$ cat config.mk
export PLATFORM = sky130hd
export DESIGN_NAME = led_display_command_encoder_top
export DESIGN_NICKNAME = d
export VERILOG_FILES = /design/src/ldce_pkg.sv /design/src/ldce_front.sv /design/src/ldce_queue.sv /design/src/ldce_back.sv /design/src/led_display_command_encoder_top.sv
export VERILOG_INCLUDE_DIRS = /design/src /design/src/src
export SDC_FILE = /design/constraint.sdc
export NUM_CORES = 1
export LEC_CHECK = 0
export BUFFER_PORTS_ARGS = -buffer_cell sky130_fd_sc_hd__buf_2
export CAP_MARGIN = 20
export CORE_ASPECT_RATIO = 0.8
export CORE_MARGIN = 4
export CORE_UTILIZATION = 55
export DETAILED_ROUTE_END_ITERATION = 10
export GPL_TIMING_DRIVEN = 0
export PLACE_DENSITY = 0.72
export SLEW_MARGIN = 40
export SYNTH_ARGS = -nofsm -noshare
export SYNTH_HDL_FRONTEND = slang
export SYNTH_SLANG_ARGS = --single-unit
$ cat constraint.sdc
create_clock -name i_clk -period 12.84 [get_ports i_clk]
set_clock_uncertainty 0.1 [all_clocks]
set_input_delay 0.642 -clock i_clk [delete_from_list [all_inputs] [get_ports i_clk]]
set_output_delay 0.642 -clock i_clk [all_outputs]
set_load 0.02 [all_outputs]
$ cat src/led_display_command_encoder_top_assert.svh
// ----------------------------------------------------------------------------
// led_display_command_encoder_top_assert.svh
// Assertion macros shared by the display command encoder RTL.
// ----------------------------------------------------------------------------
`ifndef LED_DISPLAY_COMMAND_ENCODER_TOP_ASSERT_SVH
`define LED_DISPLAY_COMMAND_ENCODER_TOP_ASSERT_SVH

`ifndef SYNTHESIS
// Check a property on every clock edge outside reset
`define LDCE_ASSERT(label, prop, msg) \
    label: assert property (@(posedge i_clk) disable iff (!i_rst_n) prop) else $error(msg);
// Check a property on every clock edge, reset included
`define LDCE_ASSERT_ALWAYS(label, prop, msg) \
    label: assert property (@(posedge i_clk) prop) else $error(msg);
`else
`define LDCE_ASSERT(label, prop, msg)
`define LDCE_ASSERT_ALWAYS(label, prop, msg)
`endif

`endif

$ cat src/ldce_pkg.sv
// ----------------------------------------------------------------------------
// ldce_pkg
// Types, constants and the segment table of the display command encoder.
// ----------------------------------------------------------------------------
`default_nettype none

package ldce_pkg;

    // Opcode that opens every display command
    localparam logic [7:0] LED_SET_OPCODE_DEF = 8'd198;

    // Decimal point bit in a segment byte
    localparam logic [7:0] POINT_BIT = 8'h10;

    // Displayed range and reciprocals for division by constants
    localparam int unsigned DISPLAY_MOD   = 10000;
    localparam int unsigned RECIP_MOD     = 53687;   // floor(2^29 / 10000)
    localparam int unsigned RECIP_MOD_SH  = 29;
    localparam int unsigned RECIP_TEN     = 52429;   // ceil(2^19 / 10)
    localparam int unsigned RECIP_TEN_SH  = 19;

    // Number of display digits
    localparam int unsigned NUM_DIGITS = 4;
    localparam int unsigned DIG_IDX_W  = $clog2(NUM_DIGITS);

    // Width of a value below DISPLAY_MOD
    localparam int unsigned NUM_W = 14;

    // Job queue between front and back
    localparam int unsigned QUEUE_DEPTH = 2;
    localparam int unsigned QPTR_W      = (QUEUE_DEPTH > 1) ? $clog2(QUEUE_DEPTH) : 1;
    localparam int unsigned QCNT_W      = $clog2(QUEUE_DEPTH + 1);

    // Input word
    typedef struct packed {
        logic [15:0] value;
        logic [3:0]  digit_enable;
        logic [3:0]  point_enable;
    } t_in_word;

    // Output word
    typedef struct packed {
        logic [7:0] tx_byte;
        logic       last_byte;
    } t_out_word;

    // Classified job: value already reduced below DISPLAY_MOD
    typedef struct packed {
        logic [NUM_W-1:0] num;
        logic [3:0]       digit_enable;
        logic [3:0]       point_enable;
    } t_job;

    // Job handoff between two parts
    typedef struct packed {
        logic valid;
        t_job job;
    } t_job_link;

    // Segment pattern of one decimal digit
    function automatic logic [7:0] seg_code(input logic [3:0] digit);
        logic [7:0] code;
        unique case (digit)
            4'd0:    code = 8'hE7;
            4'd1:    code = 8'h06;
            4'd2:    code = 8'hCB;
            4'd3:    code = 8'h8F;
            4'd4:    code = 8'h2E;
            4'd5:    code = 8'hAD;
            4'd6:    code = 8'hED;
            4'd7:    code = 8'h86;
            4'd8:    code = 8'hEF;
            4'd9:    code = 8'hAF;
            default: code = 8'h00;
        endcase
        return code;
    endfunction

endpackage

`default_nettype wire

$ cat src/ldce_front.sv
// ----------------------------------------------------------------------------
// ldce_front
// Accepts request words and reduces the value modulo 10000.
// ----------------------------------------------------------------------------
`default_nettype none

module ldce_front
    import ldce_pkg::*;
(
    input  wire logic      i_clk,
    input  wire logic      i_rst_n,
    input  wire logic      i_valid,
    output logic           o_stall,
    input  wire t_in_word  i_data,
    output t_job_link      o_link,
    input  wire logic      i_full
);

    logic             r_valid;
    logic [15:0]      r_value;
    logic [2:0]       r_quot;
    logic [3:0]       r_en;
    logic [3:0]       r_dp;

    logic [31:0]      w_prod;
    logic [16:0]      w_rem;
    logic [16:0]      w_rem_fix;
    logic             w_push;
    logic             w_take;

    // Estimate value / 10000; low by at most one
    assign w_prod = 32'(i_data.value) * 32'(RECIP_MOD);

    assign w_push = r_valid && !i_full;
    assign w_take = i_valid && !o_stall;
    assign o_stall = r_valid && i_full;

    // Hold the accepted word and its quotient estimate
    always_ff @(posedge i_clk) begin
        if (!i_rst_n) begin
            r_valid <= 1'b0;
        end else if (w_take) begin
            r_valid <= 1'b1;
        end else if (w_push) begin
            r_valid <= 1'b0;
        end
    end

    always_ff @(posedge i_clk) begin
        if (w_take) begin
            r_value <= i_data.value;
            r_quot  <= w_prod[RECIP_MOD_SH +: 3];
            r_en    <= i_data.digit_enable;
            r_dp    <= i_data.point_enable;
        end
    end

    // Remainder with one correction step
    assign w_rem     = 17'(r_value) - 17'(r_quot) * 17'(DISPLAY_MOD);
    assign w_rem_fix = (w_rem >= 17'(DISPLAY_MOD)) ? (w_rem - 17'(DISPLAY_MOD)) : w_rem;

    assign o_link.valid            = r_valid;
    assign o_link.job.num          = w_rem_fix[NUM_W-1:0];
    assign o_link.job.digit_enable = r_en;
    assign o_link.job.point_enable = r_dp;

endmodule

`default_nettype wire

$ cat src/ldce_queue.sv
// ----------------------------------------------------------------------------
// ldce_queue
// Short job queue that decouples the front from the byte sequencer.
// ----------------------------------------------------------------------------
`default_nettype none

`include "led_display_command_encoder_top_assert.svh"

module ldce_queue
    import ldce_pkg::*;
(
    input  wire logic      i_clk,
    input  wire logic      i_rst_n,
    input  wire t_job_link i_link,
    output logic           o_full,
    output t_job_link      o_link,
    input  wire logic      i_pop
);

    t_job              r_mem [QUEUE_DEPTH];
    logic [QPTR_W-1:0] r_wr_ptr;
    logic [QPTR_W-1:0] r_rd_ptr;
    logic [QCNT_W-1:0] r_count;
    logic [QPTR_W-1:0] n_wr_ptr;
    logic [QPTR_W-1:0] n_rd_ptr;
    logic              w_push;

    assign o_full = (r_count == QCNT_W'(QUEUE_DEPTH));
    assign w_push = i_link.valid && !o_full;

    assign n_wr_ptr = (r_wr_ptr == QPTR_W'(QUEUE_DEPTH - 1)) ? '0 : r_wr_ptr + 1'b1;
    assign n_rd_ptr = (r_rd_ptr == QPTR_W'(QUEUE_DEPTH - 1)) ? '0 : r_rd_ptr + 1'b1;

    // Advance pointers and occupancy
    always_ff @(posedge i_clk) begin
        if (!i_rst_n) begin
            r_wr_ptr <= '0;
            r_rd_ptr <= '0;
            r_count  <= '0;
        end else begin
            if (w_push) begin
                r_wr_ptr <= n_wr_ptr;
            end
            if (i_pop) begin
                r_rd_ptr <= n_rd_ptr;
            end
            if (w_push && !i_pop) begin
                r_count <= r_count + 1'b1;
            end else if (!w_push && i_pop) begin
                r_count <= r_count - 1'b1;
            end
        end
    end

    // Store the incoming job
    always_ff @(posedge i_clk) begin
        if (w_push) begin
            r_mem[r_wr_ptr] <= i_link.job;
        end
    end

    assign o_link.valid = (r_count != '0);
    assign o_link.job   = r_mem[r_rd_ptr];

    `LDCE_ASSERT(a_q_bound, r_count <= QCNT_W'(QUEUE_DEPTH), "job queue overfilled")
    `LDCE_ASSERT(a_q_pop_empty, i_pop |-> r_count != '0, "job queue popped while empty")

endmodule

`default_nettype wire

$ cat src/ldce_back.sv
// ----------------------------------------------------------------------------
// ldce_back
// Byte sequencer: emits opcode, enable mask and segment bytes of each job.
// ----------------------------------------------------------------------------
`default_nettype none

`include "led_display_command_encoder_top_assert.svh"

module ldce_back
    import ldce_pkg::*;
#(
    parameter logic [7:0] LED_SET_OPCODE = LED_SET_OPCODE_DEF
) (
    input  wire logic      i_clk,
    input  wire logic      i_rst_n,
    input  wire t_job_link i_link,
    output logic           o_pop,
    output logic           o_valid,
    input  wire logic      i_stall,
    output t_out_word      o_data
);

    localparam logic [1:0] PH_OP  = 2'd0;
    localparam logic [1:0] PH_EN  = 2'd1;
    localparam logic [1:0] PH_DIG = 2'd2;

    logic                 r_busy;
    logic [1:0]           r_phase;
    logic [DIG_IDX_W-1:0] r_idx;
    logic [NUM_W-1:0]     r_num;
    logic [3:0]           r_en;
    logic [3:0]           r_dp;
    logic                 r_out_valid;
    t_out_word            r_out;

    logic [29:0]          w_prod;
    logic [10:0]          w_quot;
    logic [NUM_W-1:0]     w_rem;
    logic [7:0]           w_seg;
    logic [3:0]           w_en_sh;
    logic                 w_out_free;
    logic                 w_produce;
    logic                 w_step;
    logic                 w_emit;
    logic                 w_finish;
    t_out_word            w_word;

    // Peel the ones digit off the remaining number
    assign w_prod  = 30'(r_num) * 30'(RECIP_TEN);
    assign w_quot  = w_prod[RECIP_TEN_SH +: 11];
    assign w_rem   = r_num - {w_quot, 3'b000} - NUM_W'({w_quot, 1'b0});
    assign w_seg   = seg_code(w_rem[3:0]) | (r_dp[r_idx] ? POINT_BIT : 8'h00);
    assign w_en_sh = r_en >> r_idx;

    // Select the byte of the current phase
    always_comb begin
        w_word    = '0;
        w_produce = 1'b1;
        unique case (r_phase)
            PH_OP: begin
                w_word.tx_byte   = LED_SET_OPCODE;
                w_word.last_byte = 1'b0;
            end
            PH_EN: begin
                w_word.tx_byte   = {4'b0000, r_en};
                w_word.last_byte = (r_en == 4'b0000);
            end
            PH_DIG: begin
                w_word.tx_byte   = w_seg;
                w_word.last_byte = (w_en_sh[3:1] == 3'b000);
                w_produce        = w_en_sh[0];
            end
            default: begin
                w_produce = 1'b0;
            end
        endcase
    end

    assign w_out_free = !r_out_valid || !i_stall;
    assign w_step     = r_busy && (w_out_free || !w_produce);
    assign w_emit     = w_step && w_produce;
    assign w_finish   = w_emit && w_word.last_byte;
    assign o_pop      = i_link.valid && (!r_busy || w_finish);

    // Advance through the command, loading the next job on the last byte or while idle
    always_ff @(posedge i_clk) begin
        if (!i_rst_n) begin
            r_busy  <= 1'b0;
            r_phase <= PH_OP;
            r_idx   <= '0;
        end else if (o_pop) begin
            r_busy  <= 1'b1;
            r_phase <= PH_OP;
            r_idx   <= '0;
        end else if (w_finish) begin
            r_busy  <= 1'b0;
            r_phase <= PH_OP;
            r_idx   <= '0;
        end else if (w_step) begin
            unique case (r_phase)
                PH_OP:   r_phase <= PH_EN;
                PH_EN:   r_phase <= PH_DIG;
                PH_DIG:  r_idx   <= r_idx + 1'b1;
                default: r_phase <= PH_OP;
            endcase
        end
    end

    always_ff @(posedge i_clk) begin
        if (o_pop) begin
            r_num <= i_link.job.num;
            r_en  <= i_link.job.digit_enable;
            r_dp  <= i_link.job.point_enable;
        end else if (w_step && r_phase == PH_DIG) begin
            r_num <= NUM_W'(w_quot);
        end
    end

    // Output register: load on emit, drop once taken
    always_ff @(posedge i_clk) begin
        if (!i_rst_n) begin
            r_out_valid <= 1'b0;
        end else if (w_emit) begin
            r_out_valid <= 1'b1;
        end else if (!i_stall) begin
            r_out_valid <= 1'b0;
        end
    end

    always_ff @(posedge i_clk) begin
        if (w_emit) begin
            r_out <= w_word;
        end
    end

    assign o_valid = r_out_valid;
    assign o_data  = r_out;

    `LDCE_ASSERT_ALWAYS(a_idle_phase, !r_busy |-> r_phase == PH_OP, "idle sequencer out of phase")
    `LDCE_ASSERT(a_idx_phase, r_phase != PH_DIG |-> r_idx == '0, "digit index moved early")
    `LDCE_ASSERT(a_pop_load, o_pop |=> r_busy && r_phase == PH_OP, "job pop did not load")

endmodule

`default_nettype wire

$ cat src/led_display_command_encoder_top.sv
// ----------------------------------------------------------------------------
// led_display_command_encoder_top
// Seven-segment display command encoder.
// ----------------------------------------------------------------------------
// Each accepted word (value, digit_enable, point_enable) becomes one display
// command of 2 to 6 output words: the opcode, the enable mask, then the
// segment byte of each enabled digit, ones digit first, with last_byte set on
// the final word. Only value modulo 10000 is shown. The byte sequencer steps
// through the opcode, the enable mask and each digit position up to the
// highest enabled one, passing disabled digits below it without output, and
// holds while the output register is stalled. A two-entry job queue and a
// one-word output register let new words be taken while earlier commands are
// still being sent; on its way out a word passes the front register, the job
// queue, the sequencer registers and the output register.
`default_nettype none

module led_display_command_encoder_top
    import ldce_pkg::*;
#(
    parameter logic [7:0] LED_SET_OPCODE = LED_SET_OPCODE_DEF
) (
    input  wire logic      i_clk,
    input  wire logic      i_rst_n,
    input  wire logic      i_valid,
    output logic           o_stall,
    input  wire t_in_word  i_data,
    output logic           o_valid,
    input  wire logic      i_stall,
    output t_out_word      o_data
);

    t_job_link w_front_link;
    t_job_link w_queue_link;
    logic      w_queue_full;
    logic      w_pop;

    // Accept words and reduce the value
    ldce_front u_front (
        .i_clk   (i_clk),
        .i_rst_n (i_rst_n),
        .i_valid (i_valid),
        .o_stall (o_stall),
        .i_data  (i_data),
        .o_link  (w_front_link),
        .i_full  (w_queue_full)
    );

    // Buffer classified jobs
    ldce_queue u_queue (
        .i_clk   (i_clk),
        .i_rst_n (i_rst_n),
        .i_link  (w_front_link),
        .o_full  (w_queue_full),
        .o_link  (w_queue_link),
        .i_pop   (w_pop)
    );

    // Send command bytes
    ldce_back #(
        .LED_SET_OPCODE (LED_SET_OPCODE)
    ) u_back (
        .i_clk   (i_clk),
        .i_rst_n (i_rst_n),
        .i_link  (w_queue_link),
        .o_pop   (w_pop),
        .o_valid (o_valid),
        .i_stall (i_stall),
        .o_data  (o_data)
    );

endmodule

`default_nettype wire
==> results.cfg <==
[critical_path]
cp_max_fo = 10
crit_chain = ha_1 -> inv_1 -> fa_1 -> fa_1 -> fa_1 -> inv_1 -> fa_1 -> inv_1 -> fa_1 -> inv_1 -> ha_1 -> o211ai_1 -> a21oi_1 -> o31a_1 -> nor2_1 -> xnor2_1 -> ha_1 -> a211oi_2 -> xnor2_1 -> xnor2_1 -> buf_4 -> xnor2_1 -> o31ai_1
crit_required_ns = 12.89
r2r_slack_ns = 5.87
cp-end-kind = flop
cp_data_arrival_time_ns = 7.02
start_kind = flop
crit-reg2reg-launch = u_back.r_num[8]
r2r_cells = 23
critPathSlowestCell = fa_1
cpMostUsedCell = fa_1
rr_endpoint = u_back.o_data[4]
slowest_delay_ns = 0.60
path_class = reg -> reg

[synth]
synth_area_leaders = ha_1 24%, edfxtp_1 24%, fa_1 23%, inv_1 7.7%, xnor2_1 2.4%
synth.net_count = 1604
synthTopCellsByCount = 266 x inv_1, 253 x ha_1, 151 x fa_1, 102 x edfxtp_1, 50 x nor2_1
synth_xor_xnor_area_share_pct = 3.49
synth-seq-cells = 114
async_reset_ff_share_pct = 0
yosys-mux-area-fraction_pct = 1.89
synth_compound_area_share_pct = 7.12
synth_cells = 1172
synthAdderAreaFrac_pct = 47.6
synthMostInstantiatedCell = inv_1
synth_top_area_share_pct = 24.3
ys.flop_type = edfxtp_1
synth_top_cell_by_area = ha_1
synth_top_family_by_area = adder cells
ys_types = 63
synth-simple-area-share_pct = 6.44
synth_edf_count = 102
yosysSeqAreaShare_pct = 25.4
yosys_warnings = 0
synth_area_sq_um = 13000
synth_area_per_cell_sq_um = 11.1

[clock_network]
h-tree-depth = 4
cts_buffer_depth = 2
cts_resized = 0
clockRootBuffer = clkbuf_16
clkSinkCount = 114
path_clk_slew_ns = 0.06
cts_buffers = 17
cts_setup_buffers = 0
clock_latency_ns = 0.42
hold_buffers = 0
cts_tree = yes

[sta]
hold_violations = 0
period_share_pct = 54.3
hold_ws_ns = 0.293
worst_pin_slew_ns = 0.770
setup_violations = 0
finalWorstPathRequiredPeriod_ns = 6.97
rsz0062_at_grt = no
slew_viol_final = 0
max_freq_mhz = 144
setup_tns_ns = 0
setup_ws_ns = 5.87
relSlewSlack_pct = 48.7

[flow_run]
drv_cap = 0

[final_layout]
diodes = 0
syn2layout_area_growth_pct = 9.55
drive_gt1_share_pct = 8.03
layout.cells.non_filler = 1557
nets = 1664

[run_status]
status = completed

[grt]
grt_max_degree = 23
antenna_found_initial = 0
grtUsageTotal_pct = 20.6
grt_pass1_wl_mm = 43.1
grt_overflow_total = 0
grt_pass1_vias = 8551

[placed_design]
io_buffer_count = 38
dp.cells = 1525
place_ws_ns = 5.90
place_congestion = 0.928
hpwl_mm = 21.7

[drt]
finalWirelength_mm = 25.6
vias = 8214
drt-pass1-iter-count = 5
drt_iter0_drc = 460
wl_met2_mm = 10.8
drc_errors = 0
wl_per_cell_um = 16.4
wl_met1_mm = 12.9
ant_nets = 0
topRoutingLayerUsed = met4
route.met3.wl_mm = 1.46
viasPerCell = 5.28

[die]
row_count = 50
io_pins = 39
start_util_pct = 55.7
fp.dieH_um = 146
dieArea_sq_um = 26200
die_w_um = 180
core_sq_um = 23300

[worst_hold_path]
hold_class = in -> reg
hold_start = i_data[5]
min_to = u_front.r_en[1]
hold_depth = 1
worst max-delay path, delay by kind of cell (launching register included):
kind,cells,cell delay [ns]
buf+inv,5,0.45
xor+xnor,4,0.78
fa+ha+maj,8,3.62
simple gates,1,0.07
flops,1,0.52
compound gates,5,1.16
logic make-up (layout without fill, tap and decap cells):
group	after synthesis	in the layout
AO/OA/AOI/OAI	135	135
XOR/XNOR	51	51
adder cells (fa/ha/maj)	404	404
buffers and inverters	279	352
flip-flops	114	114
multiplexers	21	21
AND/OR/NAND/NOR	168	168
placed cells by master (no fill, tap or decap), types with 13 or more instances in the layout:
cell type and instances:
ha_1 253, a21oi_1 36, xor2_1 15, o21ai_0 21
inv_1 266, clkbuf_16 17, buf_2 38, nor2_1 49
a21o_1 13, fa_1 151, nor2b_1 17, edfxtp_1 102
nand2_1 40, xnor2_1 35
how the worst max path moves through the flow:
stage	slack [ns]	endpoint	start
final	5.87	u_back.o_data[4]	u_back.r_num[8]
after global routing	5.35	u_back.o_data[4]	u_back.r_num[8]
after CTS	5.86	u_back.o_data[4]	u_back.r_num[8]
after detailed placement	5.90	u_back.o_data[4]	u_back.r_num[8]
after global placement	5.95	u_back.o_data[4]	u_back.r_num[8]
after floorplan	6.60	u_back.o_data[3]	u_back.r_num[3]
registers in the layout, indices dropped and copies added (netlist names), named ones only:
name,cells
u_front.r_value,16
u_back.o_data,9
u_front.r_dp,4
u_back.r_busy,1
u_queue.r_mem,44
u_queue.r_wr_ptr,1
u_back.r_num,14
u_queue.r_count,2
u_front.r_en,4
u_queue.r_rd_ptr,1
u_front.r_valid,1
u_back.r_idx,2
u_back.r_phase,2
u_front.r_quot,3
u_back.r_dp,4
u_back.r_en,4
u_back.o_valid,1
metal layers:
metal	global-route usage, %	up-vias
met3	5.02	31
met2	30.4	177
met5	0	-
li1	-	4022
met1	31.1	3984
met4	4.65	0
stage by stage:
stage                     area [sq um]  util (%)
final                            14200      61.1
after global routing             14200      61.1
after CTS                        14200      61.1
after detailed placement         13600      58.5
after global placement           13600      58.2
after floorplan                  13000         -
cell type report:
cell class / count / area (sq um)
inverter: 267 / 1000
tap: 312 / 390
clock inverter: 13 / 161
sequential: 114 / 3300
buffer: 12 / 48.8
timing repair buffer: 41 / 228
multi-input combinational: 779 / 8670
clock buffer: 19 / 443
fill: 1833 / 9090
Power is not shown: default switching activity piles up to over one toggle a cycle in this logic, so the estimate is an artifact.
